`config.mk`:
```
export PLATFORM = sky130hd
export DESIGN_NAME = arp_responder_and_cache
export DESIGN_NICKNAME = d
export VERILOG_FILES = /design/src/hw/rtl/arpc_pkg.sv /design/src/hw/rtl/arpc_table.sv /design/src/hw/rtl/arpc_seq.sv /design/src/hw/rtl/arpc_dpath.sv /design/src/hw/rtl/arp_responder_and_cache.sv
export SDC_FILE = /design/constraint.sdc
export NUM_CORES = 2
export LEC_CHECK = 0
export ABC_AREA = 1
export BUFFER_PORTS_ARGS = -buffer_cell sky130_fd_sc_hd__buf_2
export CAP_MARGIN = 20
export CORE_ASPECT_RATIO = 1.1
export CORE_MARGIN = 2
export CORE_UTILIZATION = 50
export CTS_BUF_LIST = sky130_fd_sc_hd__clkbuf_16
export CTS_CLUSTER_SIZE = 28
export DETAILED_ROUTE_END_ITERATION = 8
export PLACE_DENSITY_LB_ADDON = 0.2
export SLEW_MARGIN = 10
export SYNTH_ARGS = -nofsm -noshare
export SYNTH_HDL_FRONTEND = slang
export SYNTH_HIERARCHICAL = 1
export SYNTH_SLANG_ARGS = --single-unit
```
`constraint.sdc`:
```
create_clock -name clk -period 11.4 [get_ports clk]
set_clock_uncertainty 0.1 [all_clocks]
set_input_delay 1.71 -clock clk [delete_from_list [all_inputs] [get_ports clk]]
set_output_delay 1.71 -clock clk [all_outputs]
set_load 0.005 [all_outputs]
```
`src/hw/rtl/arpc_pkg.sv`:
```
// Shared definitions for the ARP responder and address cache.
// Holds table sizing, ARP header constants, register indexes and the control store.
// No dependencies.

package arpc_pkg;

	// Table sizing
	localparam int TABLE_DEPTH = 16;
	localparam int CNT_W       = $clog2(TABLE_DEPTH + 1);
	localparam int IDX_W       = (TABLE_DEPTH > 1) ? $clog2(TABLE_DEPTH) : 1;
	localparam int UPC_W       = 4;

	// Field widths fixed by the interface
	localparam int IP_W    = 32;
	localparam int MAC_W   = 48;
	localparam int FLEN_W  = 11;
	localparam int CNT_O_W = 5;
	localparam int CFG_W   = 48;
	localparam int CFG_IDX_W = 1;

	// Configuration register indexes
	localparam logic [CFG_IDX_W-1:0] REG_OWN_IP  = 1'd0;
	localparam logic [CFG_IDX_W-1:0] REG_OWN_MAC = 1'd1;

	// ARP header constants
	localparam logic [FLEN_W-1:0] MIN_FRAME_LEN = 11'd42;
	localparam logic [15:0]       HTYPE_ETH     = 16'h0001;
	localparam logic [15:0]       PTYPE_IPV4    = 16'h0800;
	localparam logic [7:0]        HLEN_ETH      = 8'd6;
	localparam logic [7:0]        PLEN_IPV4     = 8'd4;
	localparam logic [15:0]       OP_REQUEST    = 16'h0001;
	localparam logic [15:0]       OP_REPLY      = 16'h0002;

	// Control store addresses
	localparam logic [UPC_W-1:0] STEP_EMIT     = 4'd0;
	localparam logic [UPC_W-1:0] STEP_FETCH    = 4'd1;
	localparam logic [UPC_W-1:0] STEP_DISPATCH = 4'd2;
	localparam logic [UPC_W-1:0] STEP_CHKF     = 4'd3;
	localparam logic [UPC_W-1:0] STEP_CHKOP    = 4'd4;
	localparam logic [UPC_W-1:0] STEP_CHKREQ   = 4'd5;
	localparam logic [UPC_W-1:0] STEP_REQ      = 4'd6;
	localparam logic [UPC_W-1:0] STEP_CHKFULL  = 4'd7;
	localparam logic [UPC_W-1:0] STEP_STORE    = 4'd8;
	localparam logic [UPC_W-1:0] STEP_DROP     = 4'd9;
	localparam logic [UPC_W-1:0] STEP_SCHK     = 4'd10;
	localparam logic [UPC_W-1:0] STEP_SCMP     = 4'd11;
	localparam logic [UPC_W-1:0] STEP_SNEXT    = 4'd12;
	localparam logic [UPC_W-1:0] STEP_SHIT     = 4'd13;

	// Jump conditions
	typedef enum logic [3:0] {
		COND_ALWAYS,
		COND_NO_IN,
		COND_IS_LOOKUP,
		COND_FRAME_BAD,
		COND_IS_REP,
		COND_NOT_REQ,
		COND_FULL,
		COND_IDX_END,
		COND_HIT,
		COND_OUT_BLOCKED
	} cond_t;

	// One control word: jump condition and target, then datapath strobes
	typedef struct packed {
		cond_t            cond;
		logic [UPC_W-1:0] target;
		logic             accept;
		logic             emit;
		logic             set_reply;
		logic             tbl_wr;
		logic             set_drop;
		logic             idx_inc;
		logic             set_hit;
	} ctrl_t;

	// Flags returned by the datapath for jump decisions
	typedef struct packed {
		logic in_valid;
		logic is_lookup;
		logic frame_bad;
		logic is_rep;
		logic not_req;
		logic full;
		logic idx_end;
		logic hit;
		logic out_blocked;
	} status_t;

	// Control store: jump taken when the condition holds, else fall through
	function automatic ctrl_t ucode(input logic [UPC_W-1:0] addr);
		ctrl_t w;
		w           = '0;
		w.cond      = COND_ALWAYS;
		w.target    = STEP_EMIT;
		case (addr)
			STEP_EMIT: begin
				w.emit   = 1'b1;
				w.cond   = COND_OUT_BLOCKED;
				w.target = STEP_EMIT;
			end
			STEP_FETCH: begin
				w.accept = 1'b1;
				w.cond   = COND_NO_IN;
				w.target = STEP_FETCH;
			end
			STEP_DISPATCH: begin
				w.cond   = COND_IS_LOOKUP;
				w.target = STEP_SCHK;
			end
			STEP_CHKF: begin
				w.cond   = COND_FRAME_BAD;
				w.target = STEP_EMIT;
			end
			STEP_CHKOP: begin
				w.cond   = COND_IS_REP;
				w.target = STEP_CHKFULL;
			end
			STEP_CHKREQ: begin
				w.cond   = COND_NOT_REQ;
				w.target = STEP_EMIT;
			end
			STEP_REQ: begin
				w.set_reply = 1'b1;
			end
			STEP_CHKFULL: begin
				w.cond   = COND_FULL;
				w.target = STEP_DROP;
			end
			STEP_STORE: begin
				w.tbl_wr = 1'b1;
			end
			STEP_DROP: begin
				w.set_drop = 1'b1;
			end
			STEP_SCHK: begin
				w.cond   = COND_IDX_END;
				w.target = STEP_EMIT;
			end
			STEP_SCMP: begin
				w.cond   = COND_HIT;
				w.target = STEP_SHIT;
			end
			STEP_SNEXT: begin
				w.idx_inc = 1'b1;
				w.target  = STEP_SCHK;
			end
			STEP_SHIT: begin
				w.set_hit = 1'b1;
			end
			default: begin
				w.target = STEP_FETCH;
			end
		endcase
		return w;
	endfunction

endpackage

```
`src/hw/rtl/arpc_table.sv`:
```
// Append-only address table: one write port, one read port with registered data.
// Depends on arpc_pkg for depth and widths.

module arpc_table (
	input  logic                        clk,
	input  logic                        we,
	input  logic [arpc_pkg::IDX_W-1:0]  waddr,
	input  logic [arpc_pkg::IP_W-1:0]   wip,
	input  logic [arpc_pkg::MAC_W-1:0]  wmac,
	input  logic [arpc_pkg::IDX_W-1:0]  raddr,
	output logic [arpc_pkg::IP_W-1:0]   rip,
	output logic [arpc_pkg::MAC_W-1:0]  rmac
);

	logic [arpc_pkg::IP_W-1:0]  ip_mem  [arpc_pkg::TABLE_DEPTH];
	logic [arpc_pkg::MAC_W-1:0] mac_mem [arpc_pkg::TABLE_DEPTH];

	// Write the appended entry
	always_ff @(posedge clk) begin
		if (we) begin
			ip_mem[waddr]  <= wip;
			mac_mem[waddr] <= wmac;
		end
	end

	// Register the read data every cycle
	always_ff @(posedge clk) begin
		rip  <= ip_mem[raddr];
		rmac <= mac_mem[raddr];
	end

endmodule

```
`src/hw/rtl/arpc_seq.sv`:
```
// Microcode sequencer: step counter, control store fetch and conditional jumps.
// Depends on arpc_pkg for the control word, status flags and the program.

module arpc_seq (
	input  logic                clk,
	input  logic                arst_n,
	input  arpc_pkg::status_t   status,
	output arpc_pkg::ctrl_t     ctrl
);

	logic [arpc_pkg::UPC_W-1:0] pc_q;
	logic                       take;

	// Fetch the control word for the current step
	assign ctrl = arpc_pkg::ucode(pc_q);

	// Evaluate the jump condition
	always_comb begin
		case (ctrl.cond)
			arpc_pkg::COND_ALWAYS:      take = 1'b1;
			arpc_pkg::COND_NO_IN:       take = !status.in_valid;
			arpc_pkg::COND_IS_LOOKUP:   take = status.is_lookup;
			arpc_pkg::COND_FRAME_BAD:   take = status.frame_bad;
			arpc_pkg::COND_IS_REP:      take = status.is_rep;
			arpc_pkg::COND_NOT_REQ:     take = status.not_req;
			arpc_pkg::COND_FULL:        take = status.full;
			arpc_pkg::COND_IDX_END:     take = status.idx_end;
			arpc_pkg::COND_HIT:         take = status.hit;
			arpc_pkg::COND_OUT_BLOCKED: take = status.out_blocked;
			default:                    take = 1'b1;
		endcase
	end

	// Advance or jump
	always_ff @(posedge clk or negedge arst_n) begin
		if (!arst_n) begin
			pc_q <= arpc_pkg::STEP_FETCH;
		end else if (take) begin
			pc_q <= ctrl.target;
		end else begin
			pc_q <= pc_q + 1'b1;
		end
	end

endmodule

```
`src/hw/rtl/arpc_dpath.sv`:
```
// Datapath: configuration, captured transaction, fill and search counters,
// result build-up and the output register. Depends on arpc_pkg and arpc_table.

module arpc_dpath (
	input  logic                           clk,
	input  logic                           arst_n,
	input  arpc_pkg::ctrl_t                ctrl,
	output arpc_pkg::status_t              status,
	// configuration
	input  logic                           cfg_we,
	input  logic [arpc_pkg::CFG_IDX_W-1:0] cfg_index,
	input  logic [arpc_pkg::CFG_W-1:0]     cfg_data,
	// input transaction
	input  logic                           in_valid,
	input  logic                           mode,
	input  logic [arpc_pkg::FLEN_W-1:0]    frame_length,
	input  logic [15:0]                    hw_type,
	input  logic [15:0]                    proto_type,
	input  logic [7:0]                     hw_len,
	input  logic [7:0]                     proto_len,
	input  logic [15:0]                    operation,
	input  logic [arpc_pkg::MAC_W-1:0]     sender_mac,
	input  logic [arpc_pkg::IP_W-1:0]      sender_ip,
	input  logic [arpc_pkg::IP_W-1:0]      target_ip,
	input  logic [arpc_pkg::IP_W-1:0]      lookup_ip,
	// result transaction
	output logic                           out_valid,
	input  logic                           out_stall,
	output logic                           reply_send,
	output logic [arpc_pkg::MAC_W-1:0]     reply_dest_mac,
	output logic [arpc_pkg::IP_W-1:0]      reply_dest_ip,
	output logic                           learned,
	output logic                           learn_dropped,
	output logic                           lookup_hit,
	output logic [arpc_pkg::MAC_W-1:0]     lookup_mac,
	output logic [arpc_pkg::CNT_O_W-1:0]   entry_count
);

	// The reply builder outside this block supplies the sender MAC, so writes
	// to the own MAC register are taken but no copy is held here.
	logic [arpc_pkg::IP_W-1:0]   own_ip_q;

	logic                        mode_q;
	logic [arpc_pkg::FLEN_W-1:0] flen_q;
	logic [15:0]                 htype_q;
	logic [15:0]                 ptype_q;
	logic [7:0]                  hlen_q;
	logic [7:0]                  plen_q;
	logic [15:0]                 oper_q;
	logic [arpc_pkg::MAC_W-1:0]  smac_q;
	logic [arpc_pkg::IP_W-1:0]   sip_q;
	logic [arpc_pkg::IP_W-1:0]   tip_q;
	logic [arpc_pkg::IP_W-1:0]   key_q;

	logic [arpc_pkg::CNT_W-1:0]  fill_q;
	logic [arpc_pkg::CNT_W-1:0]  idx_q;

	logic                        w_send_q;
	logic [arpc_pkg::MAC_W-1:0]  w_dmac_q;
	logic [arpc_pkg::IP_W-1:0]   w_dip_q;
	logic                        w_learned_q;
	logic                        w_drop_q;
	logic                        w_hit_q;
	logic [arpc_pkg::MAC_W-1:0]  w_lmac_q;

	logic                        out_valid_q;

	logic [arpc_pkg::IP_W-1:0]   rd_ip;
	logic [arpc_pkg::MAC_W-1:0]  rd_mac;
	logic                        in_fire;
	logic                        out_blocked;
	logic                        out_load;

	assign in_fire     = in_valid && ctrl.accept;
	assign out_blocked = out_valid_q && out_stall;
	assign out_load    = ctrl.emit && !out_blocked;

	// Configuration register
	always_ff @(posedge clk or negedge arst_n) begin
		if (!arst_n) begin
			own_ip_q <= '0;
		end else if (cfg_we && cfg_index == arpc_pkg::REG_OWN_IP) begin
			own_ip_q <= cfg_data[arpc_pkg::IP_W-1:0];
		end
	end

	// Capture the accepted transaction
	always_ff @(posedge clk) begin
		if (in_fire) begin
			mode_q  <= mode;
			flen_q  <= frame_length;
			htype_q <= hw_type;
			ptype_q <= proto_type;
			hlen_q  <= hw_len;
			plen_q  <= proto_len;
			oper_q  <= operation;
			smac_q  <= sender_mac;
			sip_q   <= sender_ip;
			tip_q   <= target_ip;
			key_q   <= lookup_ip;
		end
	end

	// Table storage
	arpc_table u_table (
		.clk   (clk),
		.we    (ctrl.tbl_wr),
		.waddr (fill_q[arpc_pkg::IDX_W-1:0]),
		.wip   (sip_q),
		.wmac  (smac_q),
		.raddr (idx_q[arpc_pkg::IDX_W-1:0]),
		.rip   (rd_ip),
		.rmac  (rd_mac)
	);

	// Fill count and search index
	always_ff @(posedge clk or negedge arst_n) begin
		if (!arst_n) begin
			fill_q <= '0;
			idx_q  <= '0;
		end else begin
			if (ctrl.tbl_wr) begin
				fill_q <= fill_q + 1'b1;
			end
			if (in_fire) begin
				idx_q <= '0;
			end else if (ctrl.idx_inc) begin
				idx_q <= idx_q + 1'b1;
			end
		end
	end

	// Build up the result of the transaction in progress
	always_ff @(posedge clk or negedge arst_n) begin
		if (!arst_n) begin
			w_send_q    <= 1'b0;
			w_dmac_q    <= '0;
			w_dip_q     <= '0;
			w_learned_q <= 1'b0;
			w_drop_q    <= 1'b0;
			w_hit_q     <= 1'b0;
			w_lmac_q    <= '0;
		end else if (in_fire) begin
			w_send_q    <= 1'b0;
			w_dmac_q    <= '0;
			w_dip_q     <= '0;
			w_learned_q <= 1'b0;
			w_drop_q    <= 1'b0;
			w_hit_q     <= 1'b0;
			w_lmac_q    <= '0;
		end else begin
			if (ctrl.set_reply) begin
				w_send_q <= 1'b1;
				w_dmac_q <= smac_q;
				w_dip_q  <= sip_q;
			end
			if (ctrl.tbl_wr) begin
				w_learned_q <= 1'b1;
			end
			if (ctrl.set_drop) begin
				w_drop_q <= 1'b1;
			end
			if (ctrl.set_hit) begin
				w_hit_q  <= 1'b1;
				w_lmac_q <= rd_mac;
			end
		end
	end

	// Flags for the sequencer
	always_comb begin
		status.in_valid    = in_valid;
		status.is_lookup   = mode_q;
		status.frame_bad   = !(flen_q >= arpc_pkg::MIN_FRAME_LEN
			&& htype_q == arpc_pkg::HTYPE_ETH
			&& ptype_q == arpc_pkg::PTYPE_IPV4
			&& hlen_q == arpc_pkg::HLEN_ETH
			&& plen_q == arpc_pkg::PLEN_IPV4
			&& tip_q == own_ip_q);
		status.is_rep      = (oper_q == arpc_pkg::OP_REPLY);
		status.not_req     = (oper_q != arpc_pkg::OP_REQUEST);
		status.full        = (fill_q == arpc_pkg::CNT_W'(arpc_pkg::TABLE_DEPTH));
		status.idx_end     = (idx_q >= fill_q);
		status.hit         = (rd_ip == key_q);
		status.out_blocked = out_blocked;
	end

	// Output register: hold while stalled, drop once taken
	always_ff @(posedge clk or negedge arst_n) begin
		if (!arst_n) begin
			out_valid_q <= 1'b0;
		end else if (out_load) begin
			out_valid_q <= 1'b1;
		end else if (!out_stall) begin
			out_valid_q <= 1'b0;
		end
	end

	always_ff @(posedge clk) begin
		if (out_load) begin
			reply_send     <= w_send_q;
			reply_dest_mac <= w_dmac_q;
			reply_dest_ip  <= w_dip_q;
			learned        <= w_learned_q;
			learn_dropped  <= w_drop_q;
			lookup_hit     <= w_hit_q;
			lookup_mac     <= w_lmac_q;
			entry_count    <= arpc_pkg::CNT_O_W'(fill_q);
		end
	end

	assign out_valid = out_valid_q;

endmodule

```
`src/hw/rtl/arp_responder_and_cache.sv`:
```
// Top level of the ARP responder and address cache.
// Depends on arpc_pkg, arpc_seq and arpc_dpath.
//
// Usage:
//   Input channel (in_valid/in_stall) carries either a parsed ARP frame
//   (mode 0) or an address lookup (mode 1). Every input transaction yields
//   exactly one result transaction on the output channel (out_valid/out_stall).
//   A matching request flags a reply to the sender; a matching reply appends
//   the sender's IP and MAC to a 16-entry table; a lookup returns the first
//   matching entry. own_ip and own_mac are written over cfg_we/cfg_index/cfg_data.
// Timing:
//   One transaction at a time, driven by a small microcode program. A frame
//   ends after the header check when that check fails, after the operation
//   check for an unknown operation, and after the reply, store or drop step
//   for a request or a reply. A lookup runs a three-step search loop per
//   entry over the table's single read port, stopping at the first hit or
//   once the fill count is reached. A fetch step lies between transactions.
//   The next transaction is accepted while a finished result waits.
// Reset and stall:
//   Reset empties the table and clears own_ip. While out_stall is high the
//   result holds; one further transaction can be accepted and worked on, and
//   it then waits in the sequencer until the output register frees.

module arp_responder_and_cache (
	input  logic                           clk,
	input  logic                           arst_n,
	input  logic                           cfg_we,
	input  logic [arpc_pkg::CFG_IDX_W-1:0] cfg_index,
	input  logic [arpc_pkg::CFG_W-1:0]     cfg_data,
	input  logic                           in_valid,
	output logic                           in_stall,
	input  logic                           mode,
	input  logic [arpc_pkg::FLEN_W-1:0]    frame_length,
	input  logic [15:0]                    hw_type,
	input  logic [15:0]                    proto_type,
	input  logic [7:0]                     hw_len,
	input  logic [7:0]                     proto_len,
	input  logic [15:0]                    operation,
	input  logic [arpc_pkg::MAC_W-1:0]     sender_mac,
	input  logic [arpc_pkg::IP_W-1:0]      sender_ip,
	input  logic [arpc_pkg::IP_W-1:0]      target_ip,
	input  logic [arpc_pkg::IP_W-1:0]      lookup_ip,
	output logic                           out_valid,
	input  logic                           out_stall,
	output logic                           reply_send,
	output logic [arpc_pkg::MAC_W-1:0]     reply_dest_mac,
	output logic [arpc_pkg::IP_W-1:0]      reply_dest_ip,
	output logic                           learned,
	output logic                           learn_dropped,
	output logic                           lookup_hit,
	output logic [arpc_pkg::MAC_W-1:0]     lookup_mac,
	output logic [arpc_pkg::CNT_O_W-1:0]   entry_count
);

	arpc_pkg::ctrl_t   ctrl;
	arpc_pkg::status_t status;

	// Take a transaction only in the fetch step
	assign in_stall = !ctrl.accept;

	arpc_seq u_seq (
		.clk    (clk),
		.arst_n (arst_n),
		.status (status),
		.ctrl   (ctrl)
	);

	arpc_dpath u_dpath (
		.clk            (clk),
		.arst_n         (arst_n),
		.ctrl           (ctrl),
		.status         (status),
		.cfg_we         (cfg_we),
		.cfg_index      (cfg_index),
		.cfg_data       (cfg_data),
		.in_valid       (in_valid),
		.mode           (mode),
		.frame_length   (frame_length),
		.hw_type        (hw_type),
		.proto_type     (proto_type),
		.hw_len         (hw_len),
		.proto_len      (proto_len),
		.operation      (operation),
		.sender_mac     (sender_mac),
		.sender_ip      (sender_ip),
		.target_ip      (target_ip),
		.lookup_ip      (lookup_ip),
		.out_valid      (out_valid),
		.out_stall      (out_stall),
		.reply_send     (reply_send),
		.reply_dest_mac (reply_dest_mac),
		.reply_dest_ip  (reply_dest_ip),
		.learned        (learned),
		.learn_dropped  (learn_dropped),
		.lookup_hit     (lookup_hit),
		.lookup_mac     (lookup_mac),
		.entry_count    (entry_count)
	);

endmodule

```
==> results.py <==
metrics = {
    "cts": {
        "post_cts_buffers": 0,
        "postCtsHoldBufs": 0,
        "clock_latency_ns": 0.82,
        "cts_resized": 0,
        "cts_tree": "built",
        "numCtsBuffers": 191,
        "htree_levels": 4,
        "cts_sinks": 1895,
        "path_clk_slew_ns": 0.06,
        "cts_root_buffer": "clkbuf_16",
        "clockBufferDepth": 3,
    },
    "drt": {
        "drtIter0Drc": 4177,
        "vias": 48175,
        "wl_per_cell_um": 19.89,
        "wirelength_um": 184000,
        "vias_per_cell": 5.208,
        "route.antenna.remaining_nets": 0,
        "drc": 0,
        "detail_route.first_pass.iterations": 5,
    },
    "floorplanning": {
        "die_h_um": 413.8,
        "dieArea_um2": 155800,
        "rows": 150,
        "ios": 413,
        "fp.dieW_um": 376.5,
        "initial_core_util_pct": 50.27,
        "core-area_um2": 151800,
    },
    "pwr": {
        "p_switching_w": 0.005744,
        "power.density_nw_per_um2": 220.4,
        "vdd_drop_max_mv": 0.2840,
        "pwr-share-clk_pct": 32.0,
        "power.internal_w": 0.01318,
        "pwr-share-seq_pct": 48.5,
        "p_comb_share_pct": 19.4,
        "p_leak_nw": 36.75,
        "switching_share_pct": 30.35,
    },
    "finish": {
        "layout-drive-gt1-share_pct": 10.99,
        "final_cell_mix": "nand2_1, edfxtp_1, nand3_1",
        "syn2layout_area_growth_pct": 12.49,
        "multiInputGateArea_um2": 15420,
        "postLayoutCellArea_um2": 85870,
        "fillers": 12392,
        "register_area_um2": 55220,
        "nets": 7386,
        "final_common_cell": "nand2_1",
    },
    "sta": {
        "tightestPinTransition_ns": 1.177,
        "fin_crit_sh_pct": 40.58,
        "timing.setup.tns_ns": 0,
        "slew_headroom_pct": 21.53,
        "max_freq_mhz": 216.2,
        "setup_viol_count_final": 0,
        "rsz0062_at_grt": "no",
        "fin_crit_ns": 4.626,
        "hold_viol_final": 0,
        "slew_violations": 0,
    },
    "worst_setup_path": {
        "arrival_ns": 4.95,
        "max_stage_delay_ns": 0.77,
        "path_class": "register to register",
        "startpoint_type": "register",
        "worstPathCellList": "inv_1, ha_1, nand2_1, nor2_1, nand2_1, nor2_4, buf_4, buf_4",
        "critPathSlowestCell": "buf_4",
        "end_kind": "register",
        "crit_path_max_fanout": 38,
        "cp.required_ns": 11.73,
    },
    "synthesis": {
        "synthesis.nets": 7061,
        "synth_xor_area_share_pct": 0.4590,
        "synth-compound-area-share_pct": 0.3327,
        "synthCells": 6775,
        "ys_seq_area_share_pct": 72.33,
        "synth_top_area_cell": "edfxtp_1",
        "netlist_area_um2": 76330,
        "ys_ff_latch": 1895,
        "synth_top_family_by_area": "simple AND/OR/NAND/NOR gates",
        "avgSynthCellArea_um2": 11.27,
        "synthTopCellsByArea": "edfxtp_1, nand2_1, nand3_1",
        "synth_fa_ha_area_share_pct": 0.1967,
        "synth_top_area_share_pct": 64.36,
        "synth-simple-area-share_pct": 18.88,
        "synth.distinct_cells": 41,
        "synth_mux_area_share_pct": 0.1180,
        "ys_warn_count": 6,
    },
    "place": {
        "hpwl_um": 94920,
        "place_area_um2": 79720,
        "gp_congestion": 0.7855,
        "numPortBuffers": 395,
    },
    "global_routing": {
        "grt_pass1_wl_um": 277100,
        "grt_pass1_vias": 46470,
        "grt_usage_pct": 23.57,
        "overflow": 0,
        "grt_max_degree": 198,
        "antenna_found_initial": 11,
    },
    "flow_run": {
        "timing.max_cap.violations": 0,
    },
    "outcome": {
        "status": "completed",
    },
    "hold_path": {
        "hold_class": "register to register",
    },
}
[final timing paths]
check / depth (start not counted) / end / slack (ns) / start
max in group asynchronous: 3 / u_dpath/w_lmac_q[20] / 8.42 / arst_n
min reg2reg: 0 / u_dpath/lookup_mac[47] / 0.35 / u_dpath/w_lmac_q[47]
max: 8 / u_dpath/u_table/mac_mem[13][43] / 6.77 / u_seq/pc_q[0]
max reg2reg: 8 / u_dpath/u_table/mac_mem[13][43] / 6.77 / u_seq/pc_q[0]
min in group asynchronous: 1 / u_dpath/w_dip_q[11] / 0.73 / arst_n
min: 0 / u_dpath/lookup_mac[47] / 0.35 / u_dpath/w_lmac_q[47]
[final cells by class]
cell class,count,share of cell area [%]
Clock buffer,195,5.683
Timing Repair Buffer,464,2.990
Multi-Input combinational cell,3485,17.95
Clock inverter,168,1.463
Tap cell,1976,2.879
Antenna cell,5,0.01457
Sequential cell,1895,64.31
Inverter,1063,4.704
[Yosys cell counts]
cell / instances
inv_8: 1
nor3b_1: 1
nor2_4: 2
mux2_2: 8
nor3_2: 3
o311ai_0: 1
xor2_1: 22
buf_4: 34
xnor2_1: 18
a21oi_1: 31
ha_1: 12
dfrtp_1: 178
a22oi_2: 1
o21a_1: 1
nand2_4: 4
nand4_2: 1
buf_2: 211
inv_2: 8
dfstp_2: 1
inv_4: 1
nand2_2: 6
nor4_1: 1
a211oi_1: 1
nor3_1: 8
a31oi_1: 1
nor2_1: 137
nand2_1: 1969
edfxtp_1: 1636
o21ai_0: 7
dfxtp_1: 80
nor2_2: 1
clkbuf_1: 39
buf_6: 30
nand3_4: 3
inv_1: 1053
buf_1: 18
nand3_1: 1231
o22ai_2: 1
nand3_2: 2
nand4_1: 11
o21ai_2: 1
[critical path: cells and delay by family, from the launching register on]
family,cells,cell delay [ns]
and+or+nand+nor,4,1.89
buffers and inverters,3,1.50
adders and majority gates,1,0.30
DFF,1,0.38
[routing by layer]
layer,global-route usage [%],part of all wire (%),vias to the layer above
met5,0,0.0098,-
met4,6.703,2.2,4
met3,3.658,6.1,272
met2,40.04,49,1544
met1,31.57,43,23489
li1,-,-,22866
[power by group through the flow]
stage          Clock, W  Combinational, W  Sequential [W]
2_1_floorplan         0           0.00267         0.00911
3_3_place_gp          0           0.00362         0.00930
3_5_place_dp          0           0.00367         0.00932
4_1_cts         0.00619           0.00369         0.00919
5_1_grt         0.00646           0.00414         0.00927
6_report        0.00606           0.00368         0.00919
[state kept, by name, indices dropped and copies added, names as in the netlist, 16 cells and up]
signal	flops
u_dpath/sip_q	32
u_dpath/u_table/mac_mem	768
u_dpath/tip_q	32
u_dpath/reply_dest_ip	32
u_dpath/w_dmac_q	48
u_dpath/key_q	32
u_dpath/w_lmac_q	48
u_dpath/oper_q	16
u_dpath/own_ip_q	32
u_dpath/u_table/ip_mem	512
u_dpath/reply_dest_mac	48
u_dpath/lookup_mac	48
u_dpath/u_table/rmac	48
u_dpath/smac_q	48
u_dpath/w_dip_q	32
u_dpath/ptype_q	16
u_dpath/htype_q	16
u_dpath/u_table/rip	32
[per-stage QoR]
step	utilization, %	std cells	hold slack (ns)	setup slack (ns)	power (W)
2_1_floorplan	-	6775	0.3256	3.087	0.01178
3_3_place_gp	52.50	8883	0.3330	6.829	0.01292
3_5_place_dp	52.50	8883	0.3306	6.708	0.01299
4_1_cts	56.55	9246	0.3449	6.689	0.01907
5_1_grt	56.55	9247	0.3585	6.469	0.01987
6_report	56.55	9251	0.3458	6.774	0.01893
[logic make-up (layout without fill, tap and decap cells)]
group,Yosys count,count (layout)
and+or+nand+nor,3380,3380
DFF,1895,1895
buffers and inverters,1395,1890
AOI/OAI and AO/OA,45,45
xor gates and xnor gates,40,40
adders and majority gates,12,12
muxes,8,8
other,0,5
Note: power is estimated with default switching activity, not from simulation.
